===== src/design/rcs_pkg.sv =====
package rcs_pkg;

  // Channel geometry.
  localparam int COLOR_BITS = 8;
  localparam int NUM_CHAN   = 4;
  localparam logic [COLOR_BITS-1:0] CHAN_FULL = {COLOR_BITS{1'b1}};

  // Channel positions inside a pixel vector.
  localparam int CH_RED   = 0;
  localparam int CH_GREEN = 1;
  localparam int CH_BLUE  = 2;
  localparam int CH_ALPHA = 3;

  // Request codes.
  localparam logic REQ_MEASURE = 1'b0;
  localparam logic REQ_STRETCH = 1'b1;

  // Depth of the job queue between the front and back parts.
  localparam int QUEUE_DEPTH = 2;
  localparam int QPTR_W      = (QUEUE_DEPTH > 1) ? $clog2(QUEUE_DEPTH) : 1;
  localparam int QCNT_W      = $clog2(QUEUE_DEPTH + 1);

  // Divider step counter.
  localparam int STEP_W = (COLOR_BITS > 1) ? $clog2(COLOR_BITS) : 1;
  localparam logic [STEP_W-1:0] STEP_LAST = STEP_W'(COLOR_BITS - 1);

  typedef logic [NUM_CHAN-1:0][COLOR_BITS-1:0]   pix_t;
  typedef logic [NUM_CHAN-1:0][2*COLOR_BITS-1:0] wide_t;

  // One stretch job: per channel, dividend and divisor of the final quotient.
  typedef struct packed {
    wide_t num;
    pix_t  span;
  } job_t;

endpackage


===== src/design/rgba_contrast_stretch.sv =====
// Min/max contrast stretch for RGBA pixels. Stream the image twice: measure
// transactions (in_req_type 0) fold each pixel into a per-channel minimum and
// maximum, with in_restart clearing the range first; stretch transactions
// (in_req_type 1) produce one result of (p - min) * 255 / (max - min), floored,
// per channel, 0 for an empty range and saturated outside it. Measure
// transactions are taken one per cycle while the job queue has room. Each
// stretch transaction then passes through the back part's four-lane
// radix-2 restoring divider, which sets the sustained stretch rate; a
// two-entry job queue lets the front keep accepting while it works, and full
// rises only when both entries of that queue hold jobs. The range is captured
// when the stretch transaction is accepted. has_alpha is written through
// cfg_valid, which is always ready; with it low the alpha channel reads as zero.
module rgba_contrast_stretch
  import rcs_pkg::*;
(
  input  logic                  clk,
  input  logic                  rst_n,
  input  logic                  push,
  output logic                  full,
  input  logic                  in_req_type,
  input  logic                  in_restart,
  input  logic [COLOR_BITS-1:0] in_red,
  input  logic [COLOR_BITS-1:0] in_green,
  input  logic [COLOR_BITS-1:0] in_blue,
  input  logic [COLOR_BITS-1:0] in_alpha,
  output logic                  empty,
  input  logic                  pop,
  output logic [COLOR_BITS-1:0] out_red,
  output logic [COLOR_BITS-1:0] out_green,
  output logic [COLOR_BITS-1:0] out_blue,
  output logic [COLOR_BITS-1:0] out_alpha,
  input  logic                  cfg_valid,
  output logic                  cfg_ready,
  input  logic                  cfg_data
);

  pix_t in_pix;
  pix_t out_pix;
  logic q_push, q_pop, q_full, q_empty;
  job_t q_wdata, q_rdata;

  assign cfg_ready = 1'b1;

  // Pack and unpack the channel ports.
  always_comb begin
    in_pix[CH_RED]   = in_red;
    in_pix[CH_GREEN] = in_green;
    in_pix[CH_BLUE]  = in_blue;
    in_pix[CH_ALPHA] = in_alpha;
  end

  assign out_red   = out_pix[CH_RED];
  assign out_green = out_pix[CH_GREEN];
  assign out_blue  = out_pix[CH_BLUE];
  assign out_alpha = out_pix[CH_ALPHA];

  rcs_front u_front (
    .clk         (clk),
    .rst_n       (rst_n),
    .push        (push),
    .in_req_type (in_req_type),
    .in_restart  (in_restart),
    .in_pix      (in_pix),
    .cfg_valid   (cfg_valid && cfg_ready),
    .cfg_data    (cfg_data),
    .q_full      (q_full),
    .full        (full),
    .q_push      (q_push),
    .q_job       (q_wdata)
  );

  rcs_queue u_queue (
    .clk     (clk),
    .rst_n   (rst_n),
    .q_push  (q_push),
    .q_wdata (q_wdata),
    .q_pop   (q_pop),
    .q_full  (q_full),
    .q_empty (q_empty),
    .q_rdata (q_rdata)
  );

  rcs_back u_back (
    .clk     (clk),
    .rst_n   (rst_n),
    .q_empty (q_empty),
    .q_rdata (q_rdata),
    .q_pop   (q_pop),
    .pop     (pop),
    .empty   (empty),
    .out_pix (out_pix)
  );

endmodule


===== src/design/rcs_front.sv =====
module rcs_front
  import rcs_pkg::*;
(
  input  logic                  clk,
  input  logic                  rst_n,
  input  logic                  push,
  input  logic                  in_req_type,
  input  logic                  in_restart,
  input  pix_t                  in_pix,
  input  logic                  cfg_valid,
  input  logic                  cfg_data,
  input  logic                  q_full,
  output logic                  full,
  output logic                  q_push,
  output job_t                  q_job
);

  logic has_alpha_r;
  pix_t min_r, min_nxt;
  pix_t max_r, max_nxt;
  pix_t pix;
  pix_t base_min, base_max;
  logic accept;
  logic meas_acc;

  // Stalls only when the job queue has no room.
  assign full     = q_full;
  assign accept   = push && !q_full;
  assign meas_acc = accept && (in_req_type == REQ_MEASURE);
  assign q_push   = accept && (in_req_type == REQ_STRETCH);

  // Alpha reads as zero when the image carries none.
  always_comb begin
    pix = in_pix;
    if (!has_alpha_r) begin
      pix[CH_ALPHA] = '0;
    end
  end

  // Running range update for measure transactions.
  always_comb begin
    min_nxt = min_r;
    max_nxt = max_r;
    for (int c = 0; c < NUM_CHAN; c++) begin
      base_min[c] = in_restart ? CHAN_FULL : min_r[c];
      base_max[c] = in_restart ? '0 : max_r[c];
      min_nxt[c]  = (pix[c] < base_min[c]) ? pix[c] : base_min[c];
      max_nxt[c]  = (pix[c] > base_max[c]) ? pix[c] : base_max[c];
    end
  end

  // Dividend and divisor for a stretch transaction. Saturated and empty
  // ranges become a division by one so the back part needs no special case.
  always_comb begin
    for (int c = 0; c < NUM_CHAN; c++) begin
      if ((max_r[c] <= min_r[c]) || (pix[c] <= min_r[c])) begin
        q_job.num[c]  = '0;
        q_job.span[c] = COLOR_BITS'(1);
      end else if (pix[c] >= max_r[c]) begin
        q_job.num[c]  = (2*COLOR_BITS)'(CHAN_FULL);
        q_job.span[c] = COLOR_BITS'(1);
      end else begin
        // (p - min) * FULL written as a shift and a subtract.
        q_job.num[c]  = {COLOR_BITS'(pix[c] - min_r[c]), {COLOR_BITS{1'b0}}}
                      - (2*COLOR_BITS)'(pix[c] - min_r[c]);
        q_job.span[c] = max_r[c] - min_r[c];
      end
    end
  end

  always_ff @(posedge clk) begin
    if (!rst_n) begin
      has_alpha_r <= 1'b1;
      for (int c = 0; c < NUM_CHAN; c++) begin
        min_r[c] <= CHAN_FULL;
        max_r[c] <= '0;
      end
    end else begin
      if (cfg_valid) begin
        has_alpha_r <= cfg_data;
      end
      if (meas_acc) begin
        min_r <= min_nxt;
        max_r <= max_nxt;
      end
    end
  end

  // After any measured pixel every channel holds a proper range.
  a_range_order: assert property (@(posedge clk) disable iff (!rst_n)
    meas_acc |=> (min_r[0] <= max_r[0]) && (min_r[1] <= max_r[1]) &&
                 (min_r[2] <= max_r[2]) && (min_r[3] <= max_r[3]))
    else $error("range inverted after a measure transaction");

endmodule


===== src/design/rcs_queue.sv =====
module rcs_queue
  import rcs_pkg::*;
(
  input  logic clk,
  input  logic rst_n,
  input  logic q_push,
  input  job_t q_wdata,
  input  logic q_pop,
  output logic q_full,
  output logic q_empty,
  output job_t q_rdata
);

  job_t              mem_r [QUEUE_DEPTH];
  logic [QPTR_W-1:0] wr_ptr_r, rd_ptr_r;
  logic [QCNT_W-1:0] cnt_r;
  logic              do_push, do_pop;

  assign q_full  = (cnt_r == QCNT_W'(QUEUE_DEPTH));
  assign q_empty = (cnt_r == '0);
  assign do_push = q_push && !q_full;
  assign do_pop  = q_pop && !q_empty;
  assign q_rdata = mem_r[rd_ptr_r];

  // Entry storage.
  always_ff @(posedge clk) begin
    if (do_push) begin
      mem_r[wr_ptr_r] <= q_wdata;
    end
  end

  // Pointers and fill count.
  always_ff @(posedge clk) begin
    if (!rst_n) begin
      wr_ptr_r <= '0;
      rd_ptr_r <= '0;
      cnt_r    <= '0;
    end else begin
      if (do_push) begin
        wr_ptr_r <= (wr_ptr_r == QPTR_W'(QUEUE_DEPTH - 1)) ? '0 : wr_ptr_r + 1'b1;
      end
      if (do_pop) begin
        rd_ptr_r <= (rd_ptr_r == QPTR_W'(QUEUE_DEPTH - 1)) ? '0 : rd_ptr_r + 1'b1;
      end
      if (do_push && !do_pop) begin
        cnt_r <= cnt_r + 1'b1;
      end else if (do_pop && !do_push) begin
        cnt_r <= cnt_r - 1'b1;
      end
    end
  end

  // The fill count never passes the depth.
  a_cnt_bound: assert property (@(posedge clk) disable iff (!rst_n)
    cnt_r <= QCNT_W'(QUEUE_DEPTH))
    else $error("job queue overfilled");

endmodule


===== src/design/rcs_back.sv =====
module rcs_back
  import rcs_pkg::*;
(
  input  logic clk,
  input  logic rst_n,
  input  logic q_empty,
  input  job_t q_rdata,
  output logic q_pop,
  input  logic pop,
  output logic empty,
  output pix_t out_pix
);

  localparam logic [1:0] ST_IDLE = 2'd0;
  localparam logic [1:0] ST_DIV  = 2'd1;
  localparam logic [1:0] ST_HOLD = 2'd2;

  logic [1:0]        state_r, state_nxt;
  logic [STEP_W-1:0] step_r;
  pix_t              rem_r, rem_nxt;
  pix_t              low_r, low_nxt;
  pix_t              span_r;
  pix_t              res_r;
  logic              out_valid_r;
  logic              take;
  logic              load_out;
  pix_t              load_val;
  logic [NUM_CHAN-1:0][COLOR_BITS:0] trial;
  logic [NUM_CHAN-1:0]               ge;

  assign empty   = !out_valid_r;
  assign out_pix = res_r;
  assign take    = !out_valid_r || pop;
  assign q_pop   = (state_r == ST_IDLE) && !q_empty;

  // One restoring division step in each of the four lanes.
  always_comb begin
    for (int c = 0; c < NUM_CHAN; c++) begin
      trial[c]   = {rem_r[c], low_r[c][COLOR_BITS-1]};
      ge[c]      = (trial[c] >= {1'b0, span_r[c]});
      rem_nxt[c] = ge[c] ? COLOR_BITS'(trial[c] - {1'b0, span_r[c]})
                         : trial[c][COLOR_BITS-1:0];
      low_nxt[c] = {low_r[c][COLOR_BITS-2:0], ge[c]};
    end
  end

  // Sequencer: fetch a job, run the steps, hand the quotient to the output.
  always_comb begin
    state_nxt = state_r;
    load_out  = 1'b0;
    load_val  = low_r;
    unique case (state_r)
      ST_IDLE: begin
        if (!q_empty) begin
          state_nxt = ST_DIV;
        end
      end
      ST_DIV: begin
        if (step_r == STEP_LAST) begin
          load_val = low_nxt;
          if (take) begin
            load_out  = 1'b1;
            state_nxt = ST_IDLE;
          end else begin
            state_nxt = ST_HOLD;
          end
        end
      end
      ST_HOLD: begin
        if (take) begin
          load_out  = 1'b1;
          state_nxt = ST_IDLE;
        end
      end
      default: begin
        state_nxt = ST_IDLE;
      end
    endcase
  end

  // Lane registers.
  always_ff @(posedge clk) begin
    if (q_pop) begin
      for (int c = 0; c < NUM_CHAN; c++) begin
        rem_r[c] <= q_rdata.num[c][2*COLOR_BITS-1:COLOR_BITS];
        low_r[c] <= q_rdata.num[c][COLOR_BITS-1:0];
      end
      span_r <= q_rdata.span;
    end else if (state_r == ST_DIV) begin
      rem_r <= rem_nxt;
      low_r <= low_nxt;
    end
    if (load_out) begin
      res_r <= load_val;
    end
  end

  // Control registers.
  always_ff @(posedge clk) begin
    if (!rst_n) begin
      state_r     <= ST_IDLE;
      step_r      <= '0;
      out_valid_r <= 1'b0;
    end else begin
      state_r <= state_nxt;
      if (q_pop) begin
        step_r <= '0;
      end else if (state_r == ST_DIV) begin
        step_r <= step_r + 1'b1;
      end
      if (load_out) begin
        out_valid_r <= 1'b1;
      end else if (pop) begin
        out_valid_r <= 1'b0;
      end
    end
  end

  // A finished quotient only waits while the output register is occupied.
  a_hold_full: assert property (@(posedge clk) disable iff (!rst_n)
    (state_r == ST_HOLD) |-> out_valid_r)
    else $error("quotient held with output register free");

  // The partial remainder stays below the divisor in every lane.
  a_rem_bound: assert property (@(posedge clk) disable iff (!rst_n)
    (state_r == ST_DIV) |-> (rem_r[0] < span_r[0]) && (rem_r[1] < span_r[1]) &&
                            (rem_r[2] < span_r[2]) && (rem_r[3] < span_r[3]))
    else $error("partial remainder out of range");

endmodule


===== config.mk =====
export PLATFORM = sky130hd
export DESIGN_NAME = rgba_contrast_stretch
export DESIGN_NICKNAME = d
export VERILOG_FILES = /design/src/design/rcs_pkg.sv /design/src/design/rgba_contrast_stretch.sv /design/src/design/rcs_front.sv /design/src/design/rcs_queue.sv /design/src/design/rcs_back.sv
export SDC_FILE = /design/constraint.sdc
export NUM_CORES = 1
export LEC_CHECK = 0
export BUFFER_PORTS_ARGS = -buffer_cell sky130_fd_sc_hd__buf_2
export CAP_MARGIN = 20
export CORE_MARGIN = 1
export CORE_UTILIZATION = 55
export CTS_BUF_LIST = sky130_fd_sc_hd__clkbuf_8
export DETAILED_ROUTE_END_ITERATION = 10
export PLACE_DENSITY = 0.86
export SYNTH_ARGS = -nofsm -noshare
export SYNTH_HDL_FRONTEND = slang
export SYNTH_SLANG_ARGS = --single-unit

===== constraint.sdc =====
create_clock -name clk -period 5.5 [get_ports clk]
set_input_delay 0.825 -clock clk [delete_from_list [all_inputs] [get_ports clk]]
set_output_delay 0.825 -clock clk [all_outputs]
set_load 0.03 [all_outputs]

==> results of run 1 <==
## cells in the final DEF, fill, tap and decap left out, types with 73 or more instances in the layout
| cell | count |
|---|---|
| a21oi_1 | 89 |
| buf_2 | 73 |
| dfxtp_1 | 75 |
| edfxtp_1 | 320 |
| ha_1 | 223 |
| inv_1 | 182 |
| mux2i_1 | 84 |
| nand2_1 | 140 |
| nor2_1 | 207 |
| o21ai_0 | 97 |
## power by group
group / internal [uW] / total [uW] / switching, uW / leakage [uW]
Sequential: 4100 / 4450 / 353 / 0.00366
Combinational: 1840 / 4510 / 2680 / 0.00652
Clock: 1200 / 2360 / 1160 / 0.000658
Total: 7130 / 11300 / 4190 / 0.0108
## flip-flops by register name (all words and copies together), names as in the netlist, 2 cells and up, named ones only
name	cells
u_back.step_r	3
u_front.max_r	32
u_front.min_r	32
u_back.out_pix	32
u_back.low_r	4
u_back.state_r	2
u_queue.cnt_r	2
u_back.low_nxt	28
u_back.rem_r	32
u_queue.mem_r	192
u_back.span_r	32
## cells in the mapped netlist, drive strengths merged (12+ instances only)
cell type / instances / area share [%]
edfxtp: 320 / 40
ha: 223 / 12
nor2: 210 / 3.3
inv: 161 / 2.5
nand2: 141 / 2.2
o21ai: 101 / 2.1
a21oi: 91 / 1.9
mux2i: 84 / 3.5
dfxtp: 76 / 6.4
a21o: 68 / 2.1
nor2b: 61 / 1.6
mux2: 56 / 2.6
xor2: 53 / 2.0
xnor2: 50 / 1.8
clkbuf: 47 / 0.74
nand3: 37 / 0.78
nand4: 34 / 0.89
nor3: 33 / 0.71
o21a: 22 / 0.69
nand2b: 21 / 0.55
a22o: 20 / 0.73
a311o: 20 / 0.84
and2: 20 / 0.53
nor4: 19 / 0.62
o22a: 18 / 0.66
buf: 17 / 0.31
a31oi: 16 / 0.42
a211oi: 14 / 0.46
and3: 13 / 0.35
or2: 13 / 0.34
a221oi: 12 / 0.44
fa: 12 / 1.0
## area by class of cell
class	instances	area share, %
clock inverters	50	1.18
repair buffers	91	1.97
inverters	164	2.36
clock buffers	62	3.28
multi-input cells	1587	45.7
well taps	577	2.77
flip-flops and latches	396	42.8
## worst reg2reg max path, stage by stage (launching register included)
cell,delay [ps]
dfxtp_1,550
nand2_1,260
ha_1,290
fa_1,410
inv_1,70
o2111ai_1,190
a21oi_1,210
a211o_1,380
ha_1,360
a21o_1,200
a21o_1,190
a21o_1,200
a221o_1,320
a21o_1,190
a31oi_1,180
xnor2_1,140
nor2_1,80
## worst min path at each step
stage               depth (start not counted)                  end  slack [ps]               from
detailed placement                          1    u_front.min_r[17]         500  u_front.min_r[17]
global placement                            2     u_back.step_r[1]         480   u_back.step_r[1]
finish                                      3  u_front.has_alpha_r         390           cfg_data
floorplan                                   2     u_back.step_r[1]         460   u_back.step_r[1]
global route                                3  u_front.has_alpha_r         390           cfg_data
CTS                                         3  u_front.has_alpha_r         350           cfg_data
## per-stage QoR
step	worst slack, ps	hold WS [ps]	TNS [ps]
CTS	1070	347	0
global route	795	394	0
finish	1000	388	0
detailed placement	513	496	0
floorplan	-7.31	465	-702
global placement	599	479	0
## logic make-up after synthesis
| family | count (synthesis) | synth area share [%] |
|---|---|---|
| buffers and inverters | 228 | 3.63 |
| DFF | 396 | 46.7 |
| muxes | 140 | 6.17 |
| xor gates and xnor gates | 103 | 3.86 |
| and+or+nand+nor | 637 | 13.2 |
| AOI/OAI and AO/OA | 470 | 13.7 |
| adders and majority gates | 236 | 12.8 |
| other | 1 | 0.0157 |
## per-layer routing
metal / GRT usage (%) / vias up / share of wire [%]
met5: 0 / - / 0
met4: 7.88 / 0 / 2.2
li1: - / 8332 / -
met1: 33.7 / 8205 / 45
met3: 3.61 / 89 / 7.3
met2: 37.9 / 608 / 45
==> flow_metrics.tcl, run 1 <==
set metrics [dict create \
    endpoint_kind "flop" \
    syn_area_um2 23800 \
    timing.critical_path.buf_inv 1 \
    cp-endpoint "u_queue.mem_r[0][95]" \
    postCtsHoldBufs 0 \
    hold_violations 0 \
    drt-initial-drc-count 1314 \
    fmax_mhz 222 \
    track_usage_pct 23.9 \
    ir_worst_vdd_mv 0.261 \
    rows 75 \
    postCtsSetupBuffers 0 \
    post-place-cells 2813 \
    ant_nets 0 \
    hold_path_class "in -> reg" \
    ys_seq_elements 396 \
    r2r_cells 16 \
    fillers 3333 \
    seqCellArea_um2 11100 \
    synthCells 2211 \
    finalPower_uw 11300 \
    clock_latency_ps 660 \
    core-area_um2 42300 \
    cp_num_cells 16 \
    grt_pass1_wl_um 85400 \
    rr_startpoint "u_front.has_alpha_r" \
    die_w_um 210 \
    reg2reg_slack_ps 1000 \
    power.leakage_uw 0.0108 \
    power_per_cell_area_nw_per_um2 435 \
    drc_errors 0 \
    place_congestion 0.921 \
    final_util_pct 61.5 \
    setup_viol 0 \
    slowest_delay_ps 550 \
    status "finished, final reports clean" \
    avgSynthCellArea_um2 10.8 \
    cts_repair_resize_count 0 \
    fin_area_um2 26000 \
    nNetsFinal 2576 \
    syn_nets 2486 \
    layout.cells.non_filler 2927 \
    boundaryPins 75 \
    routed_wl_um 52400 \
    antenna_found_initial 0 \
    die_area_um2 44200 \
    cts_buffers 61 \
    cpMostUsedCell "a21o_1" \
    hpwl_um 38200 \
    worstSetupStartpointType "flop" \
    ys_warn_count 0 \
    final_layout_size_suffix_gt1_share_pct 11.9 \
    drv_cap 0 \
    critPathKind "reg -> reg" \
    critical_path_required_ps 5870 \
    post_dp_cell_area_um2 24900 \
    r2r-end "u_queue.mem_r[0][95]" \
    num_antenna_cells 0 \
    ctsHtreeMaxLevel 2 \
    start_util_pct 56.3 \
    wl_per_cell_um 17.9 \
    die_y_um 210 \
    startpoint "u_front.has_alpha_r" \
    timing.final.crit_share_pct 81.8 \
    seq_area_frac_synth_pct 46.7 \
    period_needed_ps 4500 \
    grt_pass1_vias 17000 \
    path_cells "nand2_1 -> ha_1 -> fa_1 -> inv_1 -> o2111ai_1 -> a21oi_1 -> a211o_1 -> ha_1 -> a21o_1 -> a21o_1 -> a21o_1 -> a221o_1 -> a21o_1 -> a31oi_1 -> xnor2_1 -> nor2_1" \
    fin_worst_skew_ps 34.7 \
    crit_arrival_ps 4870 \
    slowest_stage "dfxtp_1" \
    multiInputGateArea_um2 11900 \
    drv_slew 0 \
    firstDrtPassIters 5 \
    grt_max_degree 74 \
    root_buffer "clkbuf_8" \
    ys_async_sr_fraction_pct 0 \
    synth_cell_types 87 \
    slew_headroom_pct 27.0 \
    grt_overflow_total 0 \
    synth_edf_count 320 \
    worst-slew-pin-transition_ps 1090 \
    cts_sinks 396 \
    cts_tree "yes" \
    crit_fanout 13 \
    area_growth_pct 9.20 \
    rsz0062_at_grt "false" \
    drt-vias-per-instance 5.89 \
    via_count 17200 \
    numPortBuffers 73 \
    cts.path.max_buffers 3 \
    cts.clk_slew.worst_paths_ps 60 \
    ys.flop_type "edfxtp_1" \
    critPathTopFamily "compound AO/OA/AOI/OAI gates" \
]
Power figures use the tool's default switching activity.
==> run 2: changes to the inputs <==
--- a/config.mk
+++ b/config.mk
@@ -11,7 +11,7 @@
 export CORE_UTILIZATION = 55
 export CTS_BUF_LIST = sky130_fd_sc_hd__clkbuf_8
 export DETAILED_ROUTE_END_ITERATION = 10
-export PLACE_DENSITY = 0.86
+export PLACE_DENSITY = 0.83
 export SYNTH_ARGS = -nofsm -noshare
 export SYNTH_HDL_FRONTEND = slang
 export SYNTH_SLANG_ARGS = --single-unit
==> constraint.sdc (replaced) <==
create_clock -name clk -period 4.64 [get_ports clk]
set_input_delay 0.696 -clock clk [delete_from_list [all_inputs] [get_ports clk]]
set_output_delay 0.696 -clock clk [all_outputs]
set_load 0.03 [all_outputs]
==> run 2 against run 1 <==
Against the previous run:
- critical path depth unchanged
- sequential share of layout area decreased by 0.29 points
- via count decreased by 0.70%
- core utilization increased by 0.42 points
- critical path type unchanged
- critical endpoint unchanged
==> flow_metrics.tcl, run 2 (synthesis results as in run 1) <==
set metrics [dict create \
    status "finished, final reports clean" \
    wl_per_cell_um 17.6 \
    path_cells "nand2_1 -> ha_1 -> fa_1 -> inv_1 -> o2111ai_1 -> a21oi_1 -> a211o_1 -> ha_1 -> a21o_1 -> a21o_1 -> a21o_1 -> a221o_1 -> a21o_1 -> a31oi_1 -> xnor2_1 -> nor2_1" \
    period_needed_ps 4240 \
    firstDrtPassIters 5 \
    crit_arrival_ps 4590 \
    numPortBuffers 73 \
    boundaryPins 75 \
    drc_errors 0 \
    ctsHtreeMaxLevel 3 \
    postCtsHoldBufs 0 \
    worstSetupStartpointType "flop" \
    hold_depth 3 \
    track_usage_pct 23.6 \
    r2r_cells 16 \
    routed_wl_um 51900 \
    largest_reg_flops 192 \
    clock_latency_ps 630 \
    cts_tree "yes" \
    fmax_mhz 236 \
    antenna_found_initial 0 \
    rows 75 \
    die_area_um2 44200 \
    fin_worst_skew_ps 41.6 \
    place_congestion 0.928 \
    drv_slew 0 \
    nNetsFinal 2596 \
    grt_overflow_total 0 \
    layout.cells.non_filler 2948 \
    post-place-cells 2830 \
    crit_fanout 13 \
    hold_violations 0 \
    drt-vias-per-instance 5.80 \
    timing.final.crit_share_pct 91.4 \
    cts.path.max_buffers 3 \
    ant_nets 0 \
    die_w_um 210 \
    grt_pass1_wl_um 83900 \
    final_layout_size_suffix_gt1_share_pct 12.4 \
    post_dp_cell_area_um2 25000 \
    setup_tns_ps 0 \
    cts.clk_slew.worst_paths_ps 60 \
    drt-initial-drc-count 1196 \
    power.leakage_uw 0.0109 \
    hpwl_um 38100 \
    finalWorstSetupSlack_ps 401 \
    layout_commonest_cell "edfxtp_1" \
    slowest_stage "dfxtp_1" \
    power_per_cell_area_nw_per_um2 513 \
    fillers 3258 \
    postCtsSetupBuffers 0 \
    regMostFlops "u_queue.mem_r" \
    core-area_um2 42300 \
    cp_num_cells 16 \
    fin_area_um2 26200 \
    critPathKind "reg -> reg" \
    rsz0062_at_grt "false" \
    slew_headroom_pct 32.2 \
    setup_viol 0 \
    area_growth_pct 9.94 \
    num_antenna_cells 0 \
    start_util_pct 56.3 \
    critPathTopFamily "compound AO/OA/AOI/OAI gates" \
    endpoint_kind "flop" \
    via_count 17100 \
    cts_buffers 66 \
    critical_path_required_ps 4990 \
    slowest_delay_ps 540 \
    worst-slew-pin-transition_ps 1010 \
    grt_max_degree 97 \
    grt_pass1_vias 16700 \
    final_util_pct 61.9 \
    layout_common_cells "320 x edfxtp_1, 223 x ha_1, 207 x nor2_1" \
    root_buffer "clkbuf_8" \
    cts_sinks 396 \
    place_ws_ps 28.1 \
    hold_path_class "in -> reg" \
    cts_repair_resize_count 0 \
    timing.critical_path.buf_inv 1 \
    die_y_um 210 \
    ir_worst_vdd_mv 0.478 \
    cpMostUsedCell "a21o_1" \
    drv_cap 0 \
]
[run 2: cell types whose count changed in the layout (fill, tap and decap cells not counted), sizes merged]
cell	change
clkinvlp	-4
buf	+15
clkbuf	+9
clkinv	+4
bufinv	-2
inv	-1
[run 2: area by class of cell]
type                            count  area [um2]  share of cell area (%)
Tap cell                          577         722                    2.75
Clock buffer                       71         977                    3.73
Sequential cell                   396       11100                    42.5
Timing Repair Buffer              106         651                    2.48
Clock inverter                     47         231                   0.883
Inverter                          164         616                    2.35
Multi-Input combinational cell   1587       11900                    45.3
[run 2: report_power, final]
| group | internal, uW | switching (uW) |
|---|---|---|
| Combinational | 2190 | 3090 |
| Sequential | 4860 | 437 |
| Clock | 1470 | 1380 |
[run 2: metal layers]
metal	global-route usage [%]	vias up	wire, um
met5	0	-	0
met4	7.80	0	986
met3	3.90	72	3360
met2	36.8	484	23200
met1	33.6	8183	24300
li1	-	8374	-
[run 2: stage by stage]
| stage | hold WS (ps) | total power (uW) |
|---|---|---|
| final | 317 | 13400 |
| after global routing | 315 | 14300 |
| after CTS | 281 | 13500 |
| after detailed placement | 496 | 10600 |
| after global placement | 479 | 10300 |
| after floorplan | 465 | 9300 |
[run 2: final timing paths]
kind,start,slack (ps),end
setup / recovery,u_front.has_alpha_r,400,u_queue.mem_r[0][95]
hold / removal,cfg_data,320,u_front.has_alpha_r
setup reg to reg,u_front.has_alpha_r,400,u_queue.mem_r[0][95]
hold reg to reg,u_front.min_r[11],510,u_front.min_r[11]
[run 2: tightest hold or removal path, stage by stage]
cell and delay [ps]:
buf_2 80, mux2i_1 50, nand2_1 60
